===== config.mk =====
export PLATFORM = sky130hd
export DESIGN_NAME = pulse_period_duty_capture
export DESIGN_NICKNAME = d
export VERILOG_FILES = /design/src/rtl/ppdc_pkg.sv /design/src/rtl/ppdc_scale.sv /design/src/rtl/ppdc_dp.sv /design/src/rtl/ppdc_ctrl.sv /design/src/rtl/pulse_period_duty_capture.sv
export VERILOG_INCLUDE_DIRS = /design/src /design/src/rtl
export SDC_FILE = /design/constraint.sdc
export NUM_CORES = 1
export LEC_CHECK = 0
export ABC_CLOCK_PERIOD_IN_PS = 14900
export BUFFER_PORTS_ARGS = -buffer_cell sky130_fd_sc_hd__buf_2
export CAP_MARGIN = 5
export CORE_MARGIN = 3
export CORE_UTILIZATION = 55
export DETAILED_ROUTE_END_ITERATION = 7
export GPL_TIMING_DRIVEN = 0
export HOLD_SLACK_MARGIN = 0.15
export PLACE_DENSITY_LB_ADDON = 0.08
export REMOVE_ABC_BUFFERS = 1
export SKIP_LAST_GASP = 1
export SLEW_MARGIN = 30
export SYNTH_ARGS = -nofsm -noshare
export SYNTH_HDL_FRONTEND = slang
export SYNTH_SLANG_ARGS = --single-unit

===== constraint.sdc =====
create_clock -name clk -period 14.9 [get_ports clk]
set_input_delay 2.235 -clock clk [delete_from_list [all_inputs] [get_ports clk]]
set_output_delay 2.235 -clock clk [all_outputs]
set_load 0.01 [all_outputs]

===== src/rtl/pulse_period_duty_capture_defines.svh =====
// Assertion helpers shared by the scaler, datapath and controller RTL files of the pulse period/duty capture block.
`ifndef PULSE_PERIOD_DUTY_CAPTURE_DEFINES_SVH
`define PULSE_PERIOD_DUTY_CAPTURE_DEFINES_SVH

// Same-cycle implication, disabled while reset is asserted.
`define PPDC_ASSERT_IMP(lbl, clk, rst_n, ante, cons) \
	lbl: assert property (@(posedge clk) disable iff (!rst_n) (ante) |-> (cons)) \
		else $error("ppdc: same-cycle check failed");

// Next-cycle implication, disabled while reset is asserted.
`define PPDC_ASSERT_NEXT(lbl, clk, rst_n, ante, cons) \
	lbl: assert property (@(posedge clk) disable iff (!rst_n) (ante) |=> (cons)) \
		else $error("ppdc: next-cycle check failed");

`endif


===== src/rtl/ppdc_pkg.sv =====
`default_nettype none

package ppdc_pkg;

	localparam int COUNTER_BITS_DEF = 32;
	localparam int TALLY_W          = 32;
	localparam int TICK_W           = 64;
	localparam int RES_W            = 32;
	localparam int TPS_W            = 23;
	localparam int DIV_CNT_W        = $clog2(RES_W);
	localparam int CFG_ADDR_W       = 3;

	localparam logic [TPS_W-1:0]      TPS_RESET = TPS_W'(97656);
	// largest tick count whose product with 1000 still fits in 64 bits
	localparam logic [TICK_W-1:0]     MS_LIMIT  = 64'd18446744073709551;
	localparam logic [CFG_ADDR_W-1:0] ADDR_TPS  = 3'd0;

	localparam logic [1:0] KIND_START    = 2'd0;
	localparam logic [1:0] KIND_CAPTURE  = 2'd1;
	localparam logic [1:0] KIND_OVERFLOW = 2'd2;

	localparam logic [1:0] PHASE_FIRST  = 2'd0;
	localparam logic [1:0] PHASE_SECOND = 2'd1;
	localparam logic [1:0] PHASE_LAST   = 2'd2;
	localparam logic [1:0] PHASE_IDLE   = 2'd3;

	localparam logic [1:0] EDGE_RISING   = 2'd0;
	localparam logic [1:0] EDGE_DISABLED = 2'd2;

	typedef enum logic [2:0] {
		ST_IDLE,
		ST_LOAD,
		ST_MUL,
		ST_PREP,
		ST_DIV,
		ST_STORE,
		ST_EMIT
	} state_t;

	// controller -> datapath
	typedef struct packed {
		logic take;   // input transaction accepted
		logic sel;    // 0: period operand, 1: duty operand
		logic ld;     // load operand into the scaler
		logic mul;    // partial product ticks*24, range check
		logic prep;   // ticks*1000, saturation check, divider init
		logic iter;   // one restoring division step
		logic store;  // keep quotient of the selected operand
		logic emit;   // write completed measurement to the output register
	} cmd_t;

	// datapath -> controller
	typedef struct packed {
		logic final_cap;  // current input is the third capture
		logic last;       // division step in progress is the last one
		logic out_free;   // output register can take a new transaction
	} sts_t;

endpackage

`default_nettype wire


===== src/rtl/ppdc_scale.sv =====
`default_nettype none
`include "pulse_period_duty_capture_defines.svh"

module ppdc_scale import ppdc_pkg::*; (
	input  wire logic              clk,
	input  wire logic              arst_n,
	input  wire cmd_t              cmd,
	input  wire logic [TICK_W-1:0] period_ticks,
	input  wire logic [TICK_W-1:0] duty_ticks,
	input  wire logic [TPS_W-1:0]  tps,
	output logic      [RES_W-1:0]  quo,
	output logic                   last
);

	logic [TICK_W-1:0]    op_q;
	logic [TICK_W-1:0]    t24_q;
	logic                 big_q;
	logic                 sat_q;
	logic [TPS_W-1:0]     rem_q;
	logic [RES_W-1:0]     dvd_q;
	logic [DIV_CNT_W-1:0] cnt_q;

	logic [TICK_W-1:0] prod;
	logic [RES_W-1:0]  prod_hi;
	logic [TPS_W:0]    trial;

	// ticks*1000 = ticks*1024 - ticks*24
	assign prod    = (op_q << 10) - t24_q;
	assign prod_hi = prod[TICK_W-1:RES_W];
	assign trial   = {rem_q, dvd_q[RES_W-1]} - {1'b0, tps};
	assign last    = (cnt_q == {DIV_CNT_W{1'b1}});
	assign quo     = sat_q ? {RES_W{1'b1}} : dvd_q;

	always_ff @(posedge clk) begin
		if (cmd.ld) begin
			op_q <= cmd.sel ? duty_ticks : period_ticks;
		end
		if (cmd.mul) begin
			t24_q <= (op_q << 4) + (op_q << 3);
			big_q <= (op_q > MS_LIMIT);
		end
		if (cmd.prep) begin
			// quotient >= 2^32 exactly when the upper half reaches the divisor
			sat_q <= (tps == '0) || big_q || (prod_hi >= RES_W'(tps));
			rem_q <= prod_hi[TPS_W-1:0];
			dvd_q <= prod[RES_W-1:0];
		end else if (cmd.iter) begin
			if (!trial[TPS_W]) begin
				rem_q <= trial[TPS_W-1:0];
			end else begin
				rem_q <= {rem_q[TPS_W-2:0], dvd_q[RES_W-1]};
			end
			dvd_q <= {dvd_q[RES_W-2:0], ~trial[TPS_W]};
		end
	end

	always_ff @(posedge clk or negedge arst_n) begin
		if (!arst_n) begin
			cnt_q <= '0;
		end else if (cmd.prep) begin
			cnt_q <= '0;
		end else if (cmd.iter) begin
			cnt_q <= cnt_q + DIV_CNT_W'(1);
		end
	end

	`PPDC_ASSERT_IMP(a_rem_below_divisor, clk, arst_n, cmd.iter && !sat_q, rem_q < tps)

endmodule

`default_nettype wire


===== src/rtl/ppdc_dp.sv =====
`default_nettype none
`include "pulse_period_duty_capture_defines.svh"

module ppdc_dp import ppdc_pkg::*; #(
	parameter int COUNTER_BITS = COUNTER_BITS_DEF
) (
	input  wire logic             clk,
	input  wire logic             arst_n,
	input  wire cmd_t             cmd,
	input  wire logic [1:0]       kind,
	input  wire logic [31:0]      captured_count,
	input  wire logic [TPS_W-1:0] tps,
	input  wire logic             out_stall,
	output sts_t                  sts,
	output logic                  out_valid,
	output logic                  out_done,
	output logic      [RES_W-1:0] out_period,
	output logic      [RES_W-1:0] out_duty,
	output logic      [1:0]       out_edge
);

	localparam int TS_W = TALLY_W + COUNTER_BITS;

	logic [1:0]         phase_q, phase_d;
	logic               falling_q, falling_d;
	logic [TALLY_W-1:0] tally_q, tally_d;
	logic [TS_W-1:0]    ts0_q, ts1_q;
	logic [TS_W-1:0]    ts_cur;
	logic [1:0]         edge_nxt;

	logic [TICK_W-1:0] period_ticks_q, duty_ticks_q;
	logic [RES_W-1:0]  period_res_q, duty_res_q;
	logic [RES_W-1:0]  quo;
	logic              last;
	logic              out_load;

	// extended timestamp: overflow tally above the raw counter value
	assign ts_cur = {tally_q, captured_count[COUNTER_BITS-1:0]};

	always_comb begin
		phase_d   = phase_q;
		falling_d = falling_q;
		tally_d   = tally_q;
		unique case (kind)
			KIND_START: begin
				phase_d   = PHASE_FIRST;
				falling_d = 1'b0;
				tally_d   = '0;
			end
			KIND_OVERFLOW: begin
				tally_d = tally_q + TALLY_W'(1);
			end
			KIND_CAPTURE: begin
				if (phase_q == PHASE_LAST) begin
					phase_d = PHASE_IDLE;
				end else if (phase_q != PHASE_IDLE) begin
					phase_d   = phase_q + 2'd1;
					falling_d = ~falling_q;
				end
			end
			default: ;
		endcase
	end

	assign edge_nxt      = (phase_d == PHASE_IDLE) ? EDGE_DISABLED : {1'b0, falling_d};
	assign sts.final_cap = (kind == KIND_CAPTURE) && (phase_q == PHASE_LAST);
	assign sts.last      = last;
	assign sts.out_free  = !out_valid || !out_stall;
	assign out_load      = (cmd.take && !sts.final_cap) || cmd.emit;

	always_ff @(posedge clk or negedge arst_n) begin
		if (!arst_n) begin
			phase_q   <= PHASE_IDLE;
			falling_q <= 1'b0;
			tally_q   <= '0;
			out_valid <= 1'b0;
		end else begin
			if (cmd.take) begin
				phase_q   <= phase_d;
				falling_q <= falling_d;
				tally_q   <= tally_d;
			end
			if (out_load) begin
				out_valid <= 1'b1;
			end else if (!out_stall) begin
				out_valid <= 1'b0;
			end
		end
	end

	always_ff @(posedge clk) begin
		if (cmd.take && (kind == KIND_CAPTURE) && (phase_q == PHASE_FIRST)) begin
			ts0_q <= ts_cur;
		end
		if (cmd.take && (kind == KIND_CAPTURE) && (phase_q == PHASE_SECOND)) begin
			ts1_q <= ts_cur;
		end
		if (cmd.take && sts.final_cap) begin
			// high + low collapses to third minus first, modulo 2^64
			period_ticks_q <= TICK_W'(ts_cur) - TICK_W'(ts0_q);
			duty_ticks_q   <= TICK_W'(ts1_q) - TICK_W'(ts0_q);
		end
		if (cmd.store) begin
			if (cmd.sel) begin
				duty_res_q <= quo;
			end else begin
				period_res_q <= quo;
			end
		end
		if (cmd.emit) begin
			out_done   <= 1'b1;
			out_period <= period_res_q;
			out_duty   <= duty_res_q;
			out_edge   <= EDGE_DISABLED;
		end else if (cmd.take && !sts.final_cap) begin
			out_done   <= 1'b0;
			out_period <= '0;
			out_duty   <= '0;
			out_edge   <= edge_nxt;
		end
	end

	ppdc_scale u_scale (
		.clk          (clk),
		.arst_n       (arst_n),
		.cmd          (cmd),
		.period_ticks (period_ticks_q),
		.duty_ticks   (duty_ticks_q),
		.tps          (tps),
		.quo          (quo),
		.last         (last)
	);

	`PPDC_ASSERT_NEXT(a_emit_result, clk, arst_n, cmd.emit, out_valid && out_done && (out_edge == EDGE_DISABLED))

endmodule

`default_nettype wire


===== src/rtl/ppdc_ctrl.sv =====
`default_nettype none
`include "pulse_period_duty_capture_defines.svh"

module ppdc_ctrl import ppdc_pkg::*; (
	input  wire logic clk,
	input  wire logic arst_n,
	input  wire logic in_valid,
	input  wire sts_t sts,
	output logic      in_stall,
	output cmd_t      cmd
);

	state_t state_q, state_d;
	logic   sel_q, sel_d;

	// next state
	always_comb begin
		state_d = state_q;
		sel_d   = sel_q;
		unique case (state_q)
			ST_IDLE: begin
				if (in_valid && sts.out_free && sts.final_cap) begin
					state_d = ST_LOAD;
					sel_d   = 1'b0;
				end
			end
			ST_LOAD:  state_d = ST_MUL;
			ST_MUL:   state_d = ST_PREP;
			ST_PREP:  state_d = ST_DIV;
			ST_DIV: begin
				if (sts.last) begin
					state_d = ST_STORE;
				end
			end
			ST_STORE: begin
				if (sel_q) begin
					state_d = ST_EMIT;
				end else begin
					state_d = ST_LOAD;
					sel_d   = 1'b1;
				end
			end
			ST_EMIT: begin
				if (sts.out_free) begin
					state_d = ST_IDLE;
				end
			end
			default: state_d = ST_IDLE;
		endcase
	end

	// outputs
	always_comb begin
		cmd      = '0;
		cmd.sel  = sel_q;
		in_stall = 1'b1;
		unique case (state_q)
			ST_IDLE: begin
				in_stall = !sts.out_free;
				cmd.take = in_valid && sts.out_free;
			end
			ST_LOAD:  cmd.ld    = 1'b1;
			ST_MUL:   cmd.mul   = 1'b1;
			ST_PREP:  cmd.prep  = 1'b1;
			ST_DIV:   cmd.iter  = 1'b1;
			ST_STORE: cmd.store = 1'b1;
			ST_EMIT:  cmd.emit  = sts.out_free;
			default: ;
		endcase
	end

	always_ff @(posedge clk or negedge arst_n) begin
		if (!arst_n) begin
			state_q <= ST_IDLE;
			sel_q   <= 1'b0;
		end else begin
			state_q <= state_d;
			sel_q   <= sel_d;
		end
	end

	`PPDC_ASSERT_NEXT(a_final_starts_period, clk, arst_n, cmd.take && sts.final_cap, (state_q == ST_LOAD) && !sel_q)
	`PPDC_ASSERT_IMP(a_emit_after_duty, clk, arst_n, state_q == ST_EMIT, sel_q)

endmodule

`default_nettype wire


===== src/rtl/pulse_period_duty_capture.sv =====
// Pulse period/duty capture. Feed start, capture and counter-overflow transactions from a
// free-running COUNTER_BITS-bit timer; the block extends each capture with a 32-bit overflow
// tally, and the third capture after a start yields period (third minus first capture) and
// duty (second minus first) in milliseconds as floor(ticks * 1000 / ticks_per_second),
// saturated to 32 bits; a zero divisor gives all ones. Every input transaction returns
// exactly one output transaction; edge_armed reports the capture edge now selected (rising,
// falling, or disabled while idle). Start, overflow, ignored captures and the unused kind
// code are registered at the accepting edge, and the next transaction can be taken in the
// following cycle unless the output stalls. The measurement-completing capture keeps the
// input stalled until its result is posted: both results go through one shared scaler, each
// as an operand load, multiply-by-1000 and range checks, a restoring divider that yields one
// quotient bit per cycle, and a store; the result is then posted once the output is free.
// ticks_per_second sits at byte address 0 of the APB port (23 bits, reset 97656); write it
// only while no measurement is in flight. pready is tied high.
`default_nettype none

module pulse_period_duty_capture import ppdc_pkg::*; #(
	parameter int COUNTER_BITS = COUNTER_BITS_DEF
) (
	input  wire logic                  clk,
	input  wire logic                  arst_n,
	// APB configuration
	input  wire logic                  psel,
	input  wire logic                  penable,
	input  wire logic                  pwrite,
	input  wire logic [CFG_ADDR_W-1:0] paddr,
	input  wire logic [31:0]           pwdata,
	output logic      [31:0]           prdata,
	output logic                       pready,
	// input transactions
	input  wire logic                  in_valid,
	output logic                       in_stall,
	input  wire logic [1:0]            kind,
	input  wire logic [31:0]           captured_count,
	// output transactions
	output logic                       out_valid,
	input  wire logic                  out_stall,
	output logic                       measurement_done,
	output logic      [31:0]           period_ms,
	output logic      [31:0]           duty_ms,
	output logic      [1:0]            edge_armed
);

	logic [TPS_W-1:0] tps_q;
	cmd_t             cmd;
	sts_t             sts;

	// Config register: single divisor; the user must write it only while idle, the block does not enforce this.
	assign pready = 1'b1;
	assign prdata = (paddr == ADDR_TPS) ? 32'(tps_q) : '0;

	always_ff @(posedge clk or negedge arst_n) begin
		if (!arst_n) begin
			tps_q <= TPS_RESET;
		end else if (psel && penable && pwrite && (paddr == ADDR_TPS)) begin
			tps_q <= pwdata[TPS_W-1:0];
		end
	end

	// Sequencer: accepts transactions, steps the shared scaler twice per measurement.
	ppdc_ctrl u_ctrl (
		.clk      (clk),
		.arst_n   (arst_n),
		.in_valid (in_valid),
		.sts      (sts),
		.in_stall (in_stall),
		.cmd      (cmd)
	);

	// Capture state, timestamp differences, scaler and output register.
	ppdc_dp #(
		.COUNTER_BITS (COUNTER_BITS)
	) u_dp (
		.clk            (clk),
		.arst_n         (arst_n),
		.cmd            (cmd),
		.kind           (kind),
		.captured_count (captured_count),
		.tps            (tps_q),
		.out_stall      (out_stall),
		.sts            (sts),
		.out_valid      (out_valid),
		.out_done       (measurement_done),
		.out_period     (period_ms),
		.out_duty       (duty_ms),
		.out_edge       (edge_armed)
	);

endmodule

`default_nettype wire

==> results of run 1 <==
## where the power goes
part / total, mW / switching, mW / internal (mW) / leakage (nW)
logic: 3.07 / 1.80 / 1.27 / 10.5
registers: 2.66 / 0.208 / 2.45 / 6.06
clock network: 1.67 / 0.705 / 0.960 / 1.08
## worst paths after layout
path,end,cells past startpoint
worst max-delay path,u_dp.u_scale.sat_q,21
worst min-delay path,u_dp.out_done,2
worst max register to register,u_dp.u_scale.sat_q,21
worst min register to register,u_dp.out_done,2
max in group asynchronous,u_dp.phase_q[1],2
min in group asynchronous,tps_q[1],1
## metal layers
metal / up-vias / wire length, um / global-route usage, %
met5: - / 0 / 0
met4: 0 / 1900 / 6.17
met3: 129 / 4560 / 2.82
met2: 695 / 35600 / 34.4
met1: 12500 / 41000 / 33.7
li1: 13300 / - / -
## layout by cell type, fill, tap and decap left out, types with 11 or more instances in the layout
master,netlist,routed
edfxtp_1,566,566
ha_1,316,316
a21oi_1,280,280
inv_1,249,249
nand2_1,228,226
nor2_1,210,204
o21ai_0,179,179
xnor2_1,176,176
a21o_1,158,158
buf_2,5,157
and2_1,111,111
xor2_1,91,91
clkbuf_16,0,74
mux2_2,68,68
nand3_1,67,67
dfrtp_1,55,54
nor2b_1,52,52
o21bai_1,52,52
nand4_1,50,50
nand2b_1,46,46
or2_2,44,43
and3_1,38,38
nor3_1,37,35
a31oi_1,32,32
o21a_1,29,29
a211oi_1,28,28
o211ai_1,27,27
buf_4,11,21
o31ai_1,18,18
or3_1,16,16
mux2i_1,15,15
clkbuf_1,88,15
o21ai_1,14,14
dfstp_2,13,13
nor4_1,12,12
clkinv_2,0,11
## worst max-delay path: stages (launching register included)
cell and delay, ns:
edfxtp_1 0.48, ha_1 0.37, nor4b_1 0.40, a31oi_1 0.26, o211ai_1 0.34, nand3_1 0.14
and3_1 0.23, o31ai_1 0.47, a21oi_1 0.21, xnor2_1 0.34, ha_1 0.30, a21o_1 0.15
a21o_1 0.17, a21oi_1 0.16, o21ai_0 0.11, a21o_1 0.19, a211oi_1 0.33, o211a_1 0.21
o21ai_0 0.09, a311o_1 0.33, nor4_1 0.28, nand4_1 0.27
## final cells by class
cell class | instances | area (um^2)
clock inverters | 33 | 289
well taps | 931 | 1160
multi-input cells | 2568 | 18300
inverters | 250 | 940
repair buffers | 195 | 1310
fillers | 5580 | 26100
clock buffers | 91 | 1940
flip-flops and latches | 637 | 18800
## flip-flops by register name (all words and copies together), names as in the netlist, 61 cells and up
signal and cells:
u_dp.u_scale.op_q 64, u_dp.duty_ticks_q 64, u_dp.u_scale.t24_q 61, u_dp.period_ticks_q 64
u_dp.ts1_q 64, u_dp.ts0_q 64
## stage by stage
step                utilization, %  setup slack (ns)  hold slack (ns)  setup TNS, ns  instances
finish                        62.1              8.75            0.447              0       4705
global route                  62.1              8.31            0.457              0       4705
CTS                           62.1              8.79            0.446              0       4705
detailed placement            58.8              8.59            0.434              0       4581
global placement              57.9             -1.21            0.433        -153.22       4544
floorplan                        -              2.80            0.464              0       3455
## kinds of logic (layout without fill, tap and decap cells)
kind of cell / Yosys count / after routing / synth area share (%)
mux: 83 / 83 / 2.39
simple gates: 950 / 950 / 12.5
flops: 637 / 637 / 48.9
fa+ha+maj: 320 / 320 / 10.5
xor+xnor: 267 / 267 / 6.10
buf+inv: 363 / 569 / 3.70
other cells: 2 / 10 / 0.0196
compound gates: 938 / 938 / 15.8
## cells in the mapped netlist, types with 55 or more instances
master,number,area [um^2]
inv_1,249,935
clkbuf_1,88,330
nor2_1,210,788
edfxtp_1,566,17000
mux2_2,68,766
xnor2_1,176,1540
and2_1,111,694
ha_1,316,3950
nand3_1,67,335
xor2_1,91,797
dfrtp_1,55,1380
a21oi_1,280,1400
a21o_1,158,1190
o21ai_0,179,896
nand2_1,228,856
==> run metrics, run 1 <==
status=finished, final reports clean; core area=approximately 0.07 mm^2; period utilisation layout=between 40 and 50%; Post-Place Cell Area=0.0405 mm^2; final instance area=between 0.04 and 0.05 mm^2; CTS Buf Count=70; Post-Syn Instances=about 3600; htree depth=3; Arrival @ worst endpoint=between 6 and 7 ns; CTS resizes=0; n_diodes=0; gp weighted congestion=between 0.9 and 1; Post-Synthesis Cell Area=between 0.03 and 0.04 mm^2; Routed WL=just over 80000 um; CP Class=flop to flop; crit end category=flop; Worst Path Required=between 15 and 20 ns; PnR Total Power=between 7 and 8 mW; PD cells=~170 mW/mm^2; Max IR drop VDD=0.0980 mV; global route overflow=0; Ys Warns=0; Crit. Startpoint=u_dp.u_scale.op_q[0]; Initial Util=55.7%; launch point of the worst reg-to-reg path=u_dp.u_scale.op_q[0]; Leak=roughly 18 nW; post-DP HPWL=64600 um; Antenna Violating Nets Remaining=0; prevailing post-synth register cell=edfxtp_1; max-slew violations=0; io pins=~180; clock root buffer master=clkbuf_16; Post-CTS Setup Bufs=0; port buffer count=approximately 160; Final setup viols=0; Highest Clock Rate=between 0.15 and 0.2 GHz; Worst Path Max Fanout=3; r2r setup slk=a little under 9 ns; starting DRC count in detailed routing=approximately 2000; Fin. Hold Viols=0; Syn-to-layout area delta=11.4%; layout cells sized above 1=approximately an eighth; row count=96; number of global-route vias before repair=roughly 26000; first-pass GRT wire length=~130000 um; RSZ-0062 raised after global routing=no; syn_area_per_cell=roughly 11 um^2; maxcap violations=0; number of synthesized flops with an enable pin=566; Min-Delay Startpoint=u_dp.out_done; drt pass-1 iters=6; min Tclk post-route=roughly 6 ns; worst skew pair latency=0.61 ns; FFs w/ async S/R, synth=a little over a tenth; HP Class=flop to flop; Remaining DRCs=0; clock sink count=between 600 and 700; initial antenna violation count=0; GRT Util Overall=22.4%; Seq/Total Area, Yosys=roughly half; max_slew headroom=between 30% and 40%; Slew @ Worst Pin=between 0.9 and 1 ns; via count=around 27000; largest net degree at the start of global routing=78; CTS tree=yes; post-DR wirelength/cell=17.6 um; synthesized flop and latch total=between 600 and 700; Vias/cell=about 5.7; clk buf depth=3; chip height=~270 um; Yosys cell types=90; Die W=270 um; Die ar.=roughly 0.073 mm^2; critical path startpoint category=flop; clock-pin slew on the worst setup and hold paths=~0.06 ns; clk_skew=0.0173 ns; nets=roughly 4000; hold buffers post-CTS=0
Note: power is estimated with default switching activity, not from simulation.
==> inputs of run 2 (changes only) <==
- ABC_CLOCK_PERIOD_IN_PS: 14900 -> 6200
- clock period: 14.9 -> 6.2 ns (I/O delays scaled with it)
==> run 2 against run 1 <==
Net effect: cell area about the same; cell count stayed put; largest cell class unchanged; non-clock buffer count unchanged; routed wire length hardly changed; clock-buffer cell count did not move; critical endpoint unchanged; die area is the same; worst setup slack got worse by 8.3 ns.
==> run metrics, run 2 (synthesis results as in run 1) <==
worst skew pair latency=0.61 ns (about the same); maxcap violations=0 (unchanged); RSZ-0062 raised after global routing=no; post-layout util=62.1% (about the same); clock-pin slew on the worst setup and hold paths=0.06 ns (about the same); initial antenna violation count=0 (unchanged); Fin. Hold Viols=0 (unchanged); Leak=17.6 nW (about the same); max_slew headroom=38.9% (+1.2 points); Max IR drop VDD=0.235 mV (+140%); Arrival @ worst endpoint=6.04 ns (-0.39 ns); row count=96 (unchanged); nets=4118 (unchanged); status=finished, final reports clean; core area=0.0688 mm^2 (unchanged); period utilisation layout=92.9% (+52 points); CTS Buf Count=70 (unchanged); post-DR wirelength/cell=17.6 um (about the same); Post-CTS Setup Bufs=0 (unchanged); Highest Clock Rate=0.174 GHz (+6.7%); commonest non-fill, non-tap cell in the layout=edfxtp_1; Worst Path Required=6.48 ns (-8.70 ns); PD cells=416 mW/mm^2 (+140%); launch point of the worst reg-to-reg path=u_dp.u_scale.op_q[0]; Remaining DRCs=0 (unchanged); Die W=270 um (unchanged); CTS tree=yes; global route overflow=0 (unchanged); Setup TNS=0 ns (unchanged); most frequent cells in the layout=566 x edfxtp_1, 316 x ha_1, 280 x a21oi_1, 249 x inv_1, 226 x nand2_1; port buffer count=158 (unchanged); critical path startpoint category=flop; via count=26600 (-0.049%); crit end category=flop; Slew @ Worst Pin=0.903 ns (-0.0181 ns); CP Class=flop to flop; CTS resizes=0 (unchanged); layout cells sized above 1=12.6% (+0.079 points); # fillers=5581 (+0.018%); Crit Reg-Reg Endpoint=u_dp.u_scale.sat_q; clk_skew=0.0183 ns (+0.000924 ns); number of global-route vias before repair=25800 (unchanged); Antenna Violating Nets Remaining=0 (unchanged); clock sink count=637 (unchanged); chip height=270 um (unchanged); R2R cell count=21 (unchanged); drt pass-1 iters=5 (-1); hold buffers post-CTS=0 (unchanged); Die ar.=0.0730 mm^2 (unchanged); r2r setup slk=0.44 ns (-8.31 ns); final instance area=0.0427 mm^2 (about the same); HP Class=primary input to asynchronous set/reset pin; clock root buffer master=clkbuf_16; io pins=178 (unchanged); Worst Path Max Fanout=3 (unchanged); htree depth=3 (unchanged); hold slack=0.250 ns (-0.197 ns); clk buf depth=3 (unchanged); starting DRC count in detailed routing=2008 (-0.20%); Final setup viols=0 (unchanged); Routed WL=83000 um (about the same); Syn-to-layout area delta=11.4% (about the same); min Tclk post-route=5.76 ns (-0.388 ns); n_diodes=0 (unchanged); max-slew violations=0 (unchanged); largest net degree at the start of global routing=78 (unchanged); post-DP HPWL=64600 um (unchanged); Post-Place Cell Area=0.0405 mm^2 (unchanged); first-pass GRT wire length=134000 um (unchanged); GRT Util Overall=22.4% (unchanged); Vias/cell=5.66 (about the same); Initial Util=55.7% (unchanged); gp weighted congestion=0.912 (unchanged)
-- run 2: worst max-delay path by stage --
| stage | start | to | slack (ns) | cells after the start |
|---|---|---|---|---|
| after floorplan | kind[1] | u_dp.duty_ticks_q[0] | -4.59 | 3 |
| after global placement | kind[1] | u_dp.duty_ticks_q[0] | -8.60 | 4 |
| after detailed placement | u_dp.u_scale.op_q[0] | u_dp.u_scale.sat_q | 0.12 | 21 |
| after CTS | u_dp.u_scale.op_q[0] | u_dp.u_scale.sat_q | 0.09 | 21 |
| after global routing | u_dp.u_scale.op_q[0] | u_dp.u_scale.sat_q | 0.006 | 21 |
| final | u_dp.u_scale.op_q[0] | u_dp.u_scale.sat_q | 0.44 | 21 |
-- run 2: power breakdown --
group	internal, mW	switching (mW)
sequential	5.89	0.503
combinational	3.06	4.33
clock	2.31	1.69
total	11.3	6.52
-- run 2: area by class of cell --
| class | instances | area (um^2) | area share [%] |
|---|---|---|---|
| sequential | 637 | 18800 | 43.9 |
| multi-input combinational | 2568 | 18300 | 42.9 |
| clock inverter | 33 | 289 | 0.676 |
| clock buffer | 91 | 1940 | 4.53 |
| tap | 931 | 1160 | 2.73 |
| timing repair buffer | 195 | 1310 | 3.06 |
| inverter | 250 | 940 | 2.20 |
-- run 2: worst max-delay path, cell delays in order, from the launching register on --
cell and delay [ns]:
edfxtp_1 0.48, ha_1 0.37, nor4b_2 0.28, a31oi_1 0.22, o211ai_1 0.33, nand3_1 0.14
and3_1 0.24, o31ai_2 0.33, a21oi_1 0.17, xnor2_1 0.32, ha_1 0.30, a21o_1 0.15
a21o_1 0.17, a21oi_1 0.16, o21ai_0 0.11, a21o_1 0.19, a211oi_1 0.33, o211a_1 0.21
o21ai_0 0.09, a311o_1 0.33, nor4_1 0.27, nand4_1 0.26
-- run 2: stage by stage --
step           power (mW)  setup slack (ns)  cells
2_1_floorplan        11.8             -4.59   3455
4_1_cts              17.9            0.0933   4705
5_1_grt              19.0           0.00563   4705
3_5_place_dp         13.8             0.117   4581
3_3_place_gp         13.5             -8.60   4544
6_report             17.8             0.439   4705
-- run 2: metal layers --
layer | up-vias | GRT usage [%] | wire length [um] | part of all wire [%]
met5 | - | 0 | 0 | 0
met1 | 12500 | 33.7 | 41200 | 50
li1 | 13300 | - | - | -
met2 | 676 | 34.4 | 35600 | 43
met3 | 131 | 2.82 | 4360 | 5.2
met4 | 0 | 6.17 | 1850 | 2.2
==> inputs of run 3 (changes only) <==
- ABC_CLOCK_PERIOD_IN_PS: 6200 -> 5900
- clock period: 6.2 -> 5.9 ns (I/O delays scaled with it)
==> run 3 against run 2 <==
Net effect: combinational power up 5.7%; cell count about the same; clock skew up 0.00070 ns; utilization up 0.064 points; maximum frequency up 4.6%; clock power up 5.3%; worst hold slack worse by 0.045 ns.
==> run metrics, run 3 (synthesis results as in run 1) <==
initial antenna violation count=0 (unchanged); Crit Reg-Reg Endpoint=u_dp.u_scale.sat_q; clock root buffer master=clkbuf_16; pre-CTS setup slack=-0.183 ns (-0.300 ns); Post-Place Cell Area=0.0405 mm^2 (unchanged); CTS tree=yes; Leak=17.6 nW (about the same); clock-pin slew on the worst setup and hold paths=0.06 ns (about the same); max-slew violations=0 (unchanged); clk_skew=0.0190 ns (+0.000699 ns); post-DR wirelength/cell=17.6 um (about the same); min setup slack post-route=0.392 ns (-0.0466 ns); global route overflow=0 (unchanged); drt pass-1 iters=5 (unchanged); starting DRC count in detailed routing=1940 (-3.4%); max_slew headroom=35.0% (-3.9 points); Initial Util=55.7% (unchanged); min Tclk post-route=5.51 ns (-0.253 ns); post-layout util=62.2% (+0.064 points); first-pass GRT wire length=134000 um (unchanged); Slew @ Worst Pin=0.961 ns (+0.0584 ns); chip height=270 um (unchanged); Syn-to-layout area delta=11.5%; PD cells=438 mW/mm^2 (+5.2%); port buffer count=158 (unchanged); Remaining DRCs=0 (unchanged); R2R cell count=21 (unchanged); Highest Clock Rate=0.182 GHz (+4.6%); Fin. Hold Viols=0 (unchanged); io pins=178 (unchanged); RSZ-0062 raised after global routing=no; CP Cell Sequence=ha_1 > nor4b_4 > a31oi_1 > o211ai_1 > nand3_1 > and3_1 > o31ai_2 > a21oi_1 > xnor2_2 > ha_1 > a21o_1 > a21o_1 > a21oi_1 > o21ai_0 > a21o_1 > a211oi_2 > o211a_1 > o21ai_0 > a311o_1 > nor4_2 > nand4_1; PnR Total Power=18.7 mW (+5.3%); nets=4119 (+0.024%); Final setup viols=0 (unchanged); htree depth=3 (unchanged); via count=26700 (+0.36%); GRT Util Overall=22.4% (unchanged); Worst Path Required=6.18 ns (-0.30 ns); worst skew pair latency=0.61 ns (about the same); Arrival @ worst endpoint=5.79 ns (-0.25 ns); cell mode on critical path=a21o_1; Routed WL=83000 um (about the same); Max IR drop VDD=0.247 mV (+5.2%); Vias/cell=5.68 (+0.34%); CTS Buf Count=70 (unchanged); post-DP HPWL=64600 um (unchanged); maxcap violations=0 (unchanged); HP Class=primary input to asynchronous set/reset pin; Die W=270 um (unchanged); r2r setup slk=0.39 ns (-0.05 ns); layout cells sized above 1=12.7% (+0.13 points); final instance area=0.0428 mm^2 (+0.10%); slowest stage delay, CP=0.49 ns (about the same); clock sink count=637 (unchanged); slowest stage cell on the critical path=edfxtp_1; n_diodes=0 (unchanged); Antenna Violating Nets Remaining=0 (unchanged); critical path startpoint category=flop; hold slack=0.206 ns (-0.0445 ns); CP Class=flop to flop; clk buf depth=3 (unchanged); row count=96 (unchanged); commonest non-fill, non-tap cell in the layout=edfxtp_1; period utilisation layout=93.4% (+0.43 points); core area=0.0688 mm^2 (unchanged); status=finished, final reports clean; Die ar.=0.0730 mm^2 (unchanged); launch point of the worst reg-to-reg path=u_dp.u_scale.op_q[0]; most frequent cells in the layout=566 x edfxtp_1, 316 x ha_1, 280 x a21oi_1, 249 x inv_1, 226 x nand2_1; gp weighted congestion=0.912 (unchanged); Worst Path Max Fanout=3 (unchanged); crit end category=flop; largest net degree at the start of global routing=78 (unchanged); number of global-route vias before repair=25800 (unchanged); hold buffers post-CTS=0 (unchanged); # fillers=5573 (-0.14%)
## run 3: changes by cell type in the layout (fill, tap and decap cells not counted), sizes merged
| cell | previous run | this run |
|---|---|---|
| buf | 195 | 196 |
## run 3: worst max-delay path by stage
stage,from,end,slack [ns]
finish,u_dp.u_scale.op_q[0],u_dp.u_scale.sat_q,0.39
global route,u_dp.u_scale.op_q[0],u_dp.u_scale.sat_q,0.12
CTS,u_dp.u_scale.t24_q[3],u_dp.u_scale.sat_q,0.06
detailed placement,u_dp.u_scale.op_q[0],u_dp.u_scale.sat_q,-0.18
global placement,kind[1],u_dp.duty_ticks_q[0],-8.86
floorplan,kind[1],u_dp.duty_ticks_q[0],-4.85
## run 3: final cells by class
| type | instances | area (um^2) | area share (%) |
|---|---|---|---|
| clock inverters | 33 | 289 | 0.676 |
| multi-input cells | 2568 | 18400 | 42.9 |
| clock buffers | 91 | 1940 | 4.52 |
| repair buffers | 196 | 1320 | 3.07 |
| inverters | 250 | 940 | 2.20 |
| flip-flops and latches | 637 | 18800 | 43.9 |
| well taps | 931 | 1160 | 2.72 |
## run 3: repair_timing
| item | 4_1_cts | 5_1_grt |
|---|---|---|
| gates resized for setup | 2 | 7 |
| buffers inserted | 0 | 1 |
| pin swaps | 0 | 2 |
| endpoints found under the setup margin | 1 | 1 |
| cloned | 0 | 0 |
## run 3: report_power, final
part / internal, mW / leakage [nW] / switching (mW)
clock network: 2.42 / 1.08 / 1.78
registers: 6.19 / 6.06 / 0.532
logic: 3.24 / 10.5 / 4.56
## run 3: routing by layer
layer,global-route usage [%],vias to the layer above,share of wire [%]
li1,-,13300,-
met1,33.7,12600,50
met2,34.4,694,43
met3,2.82,133,5.2
met4,6.17,0,2.2
met5,0,-,0
## run 3: through the flow
stage / setup TNS (ns) / instances
2_1_floorplan: -771.20 / 3455
3_3_place_gp: -1519.34 / 4544
3_5_place_dp: -0.183 / 4581
4_1_cts: 0 / 4705
5_1_grt: 0 / 4706
6_report: 0 / 4706
## run 3: critical path, delay by kind of cell, from the launching register on
family,cells,cell delay (ns)
and+or+nand+nor,5,1.09
xor gates and xnor gates,1,0.24
DFF,1,0.49
adders and majority gates,2,0.66
AOI/OAI and AO/OA,13,2.70
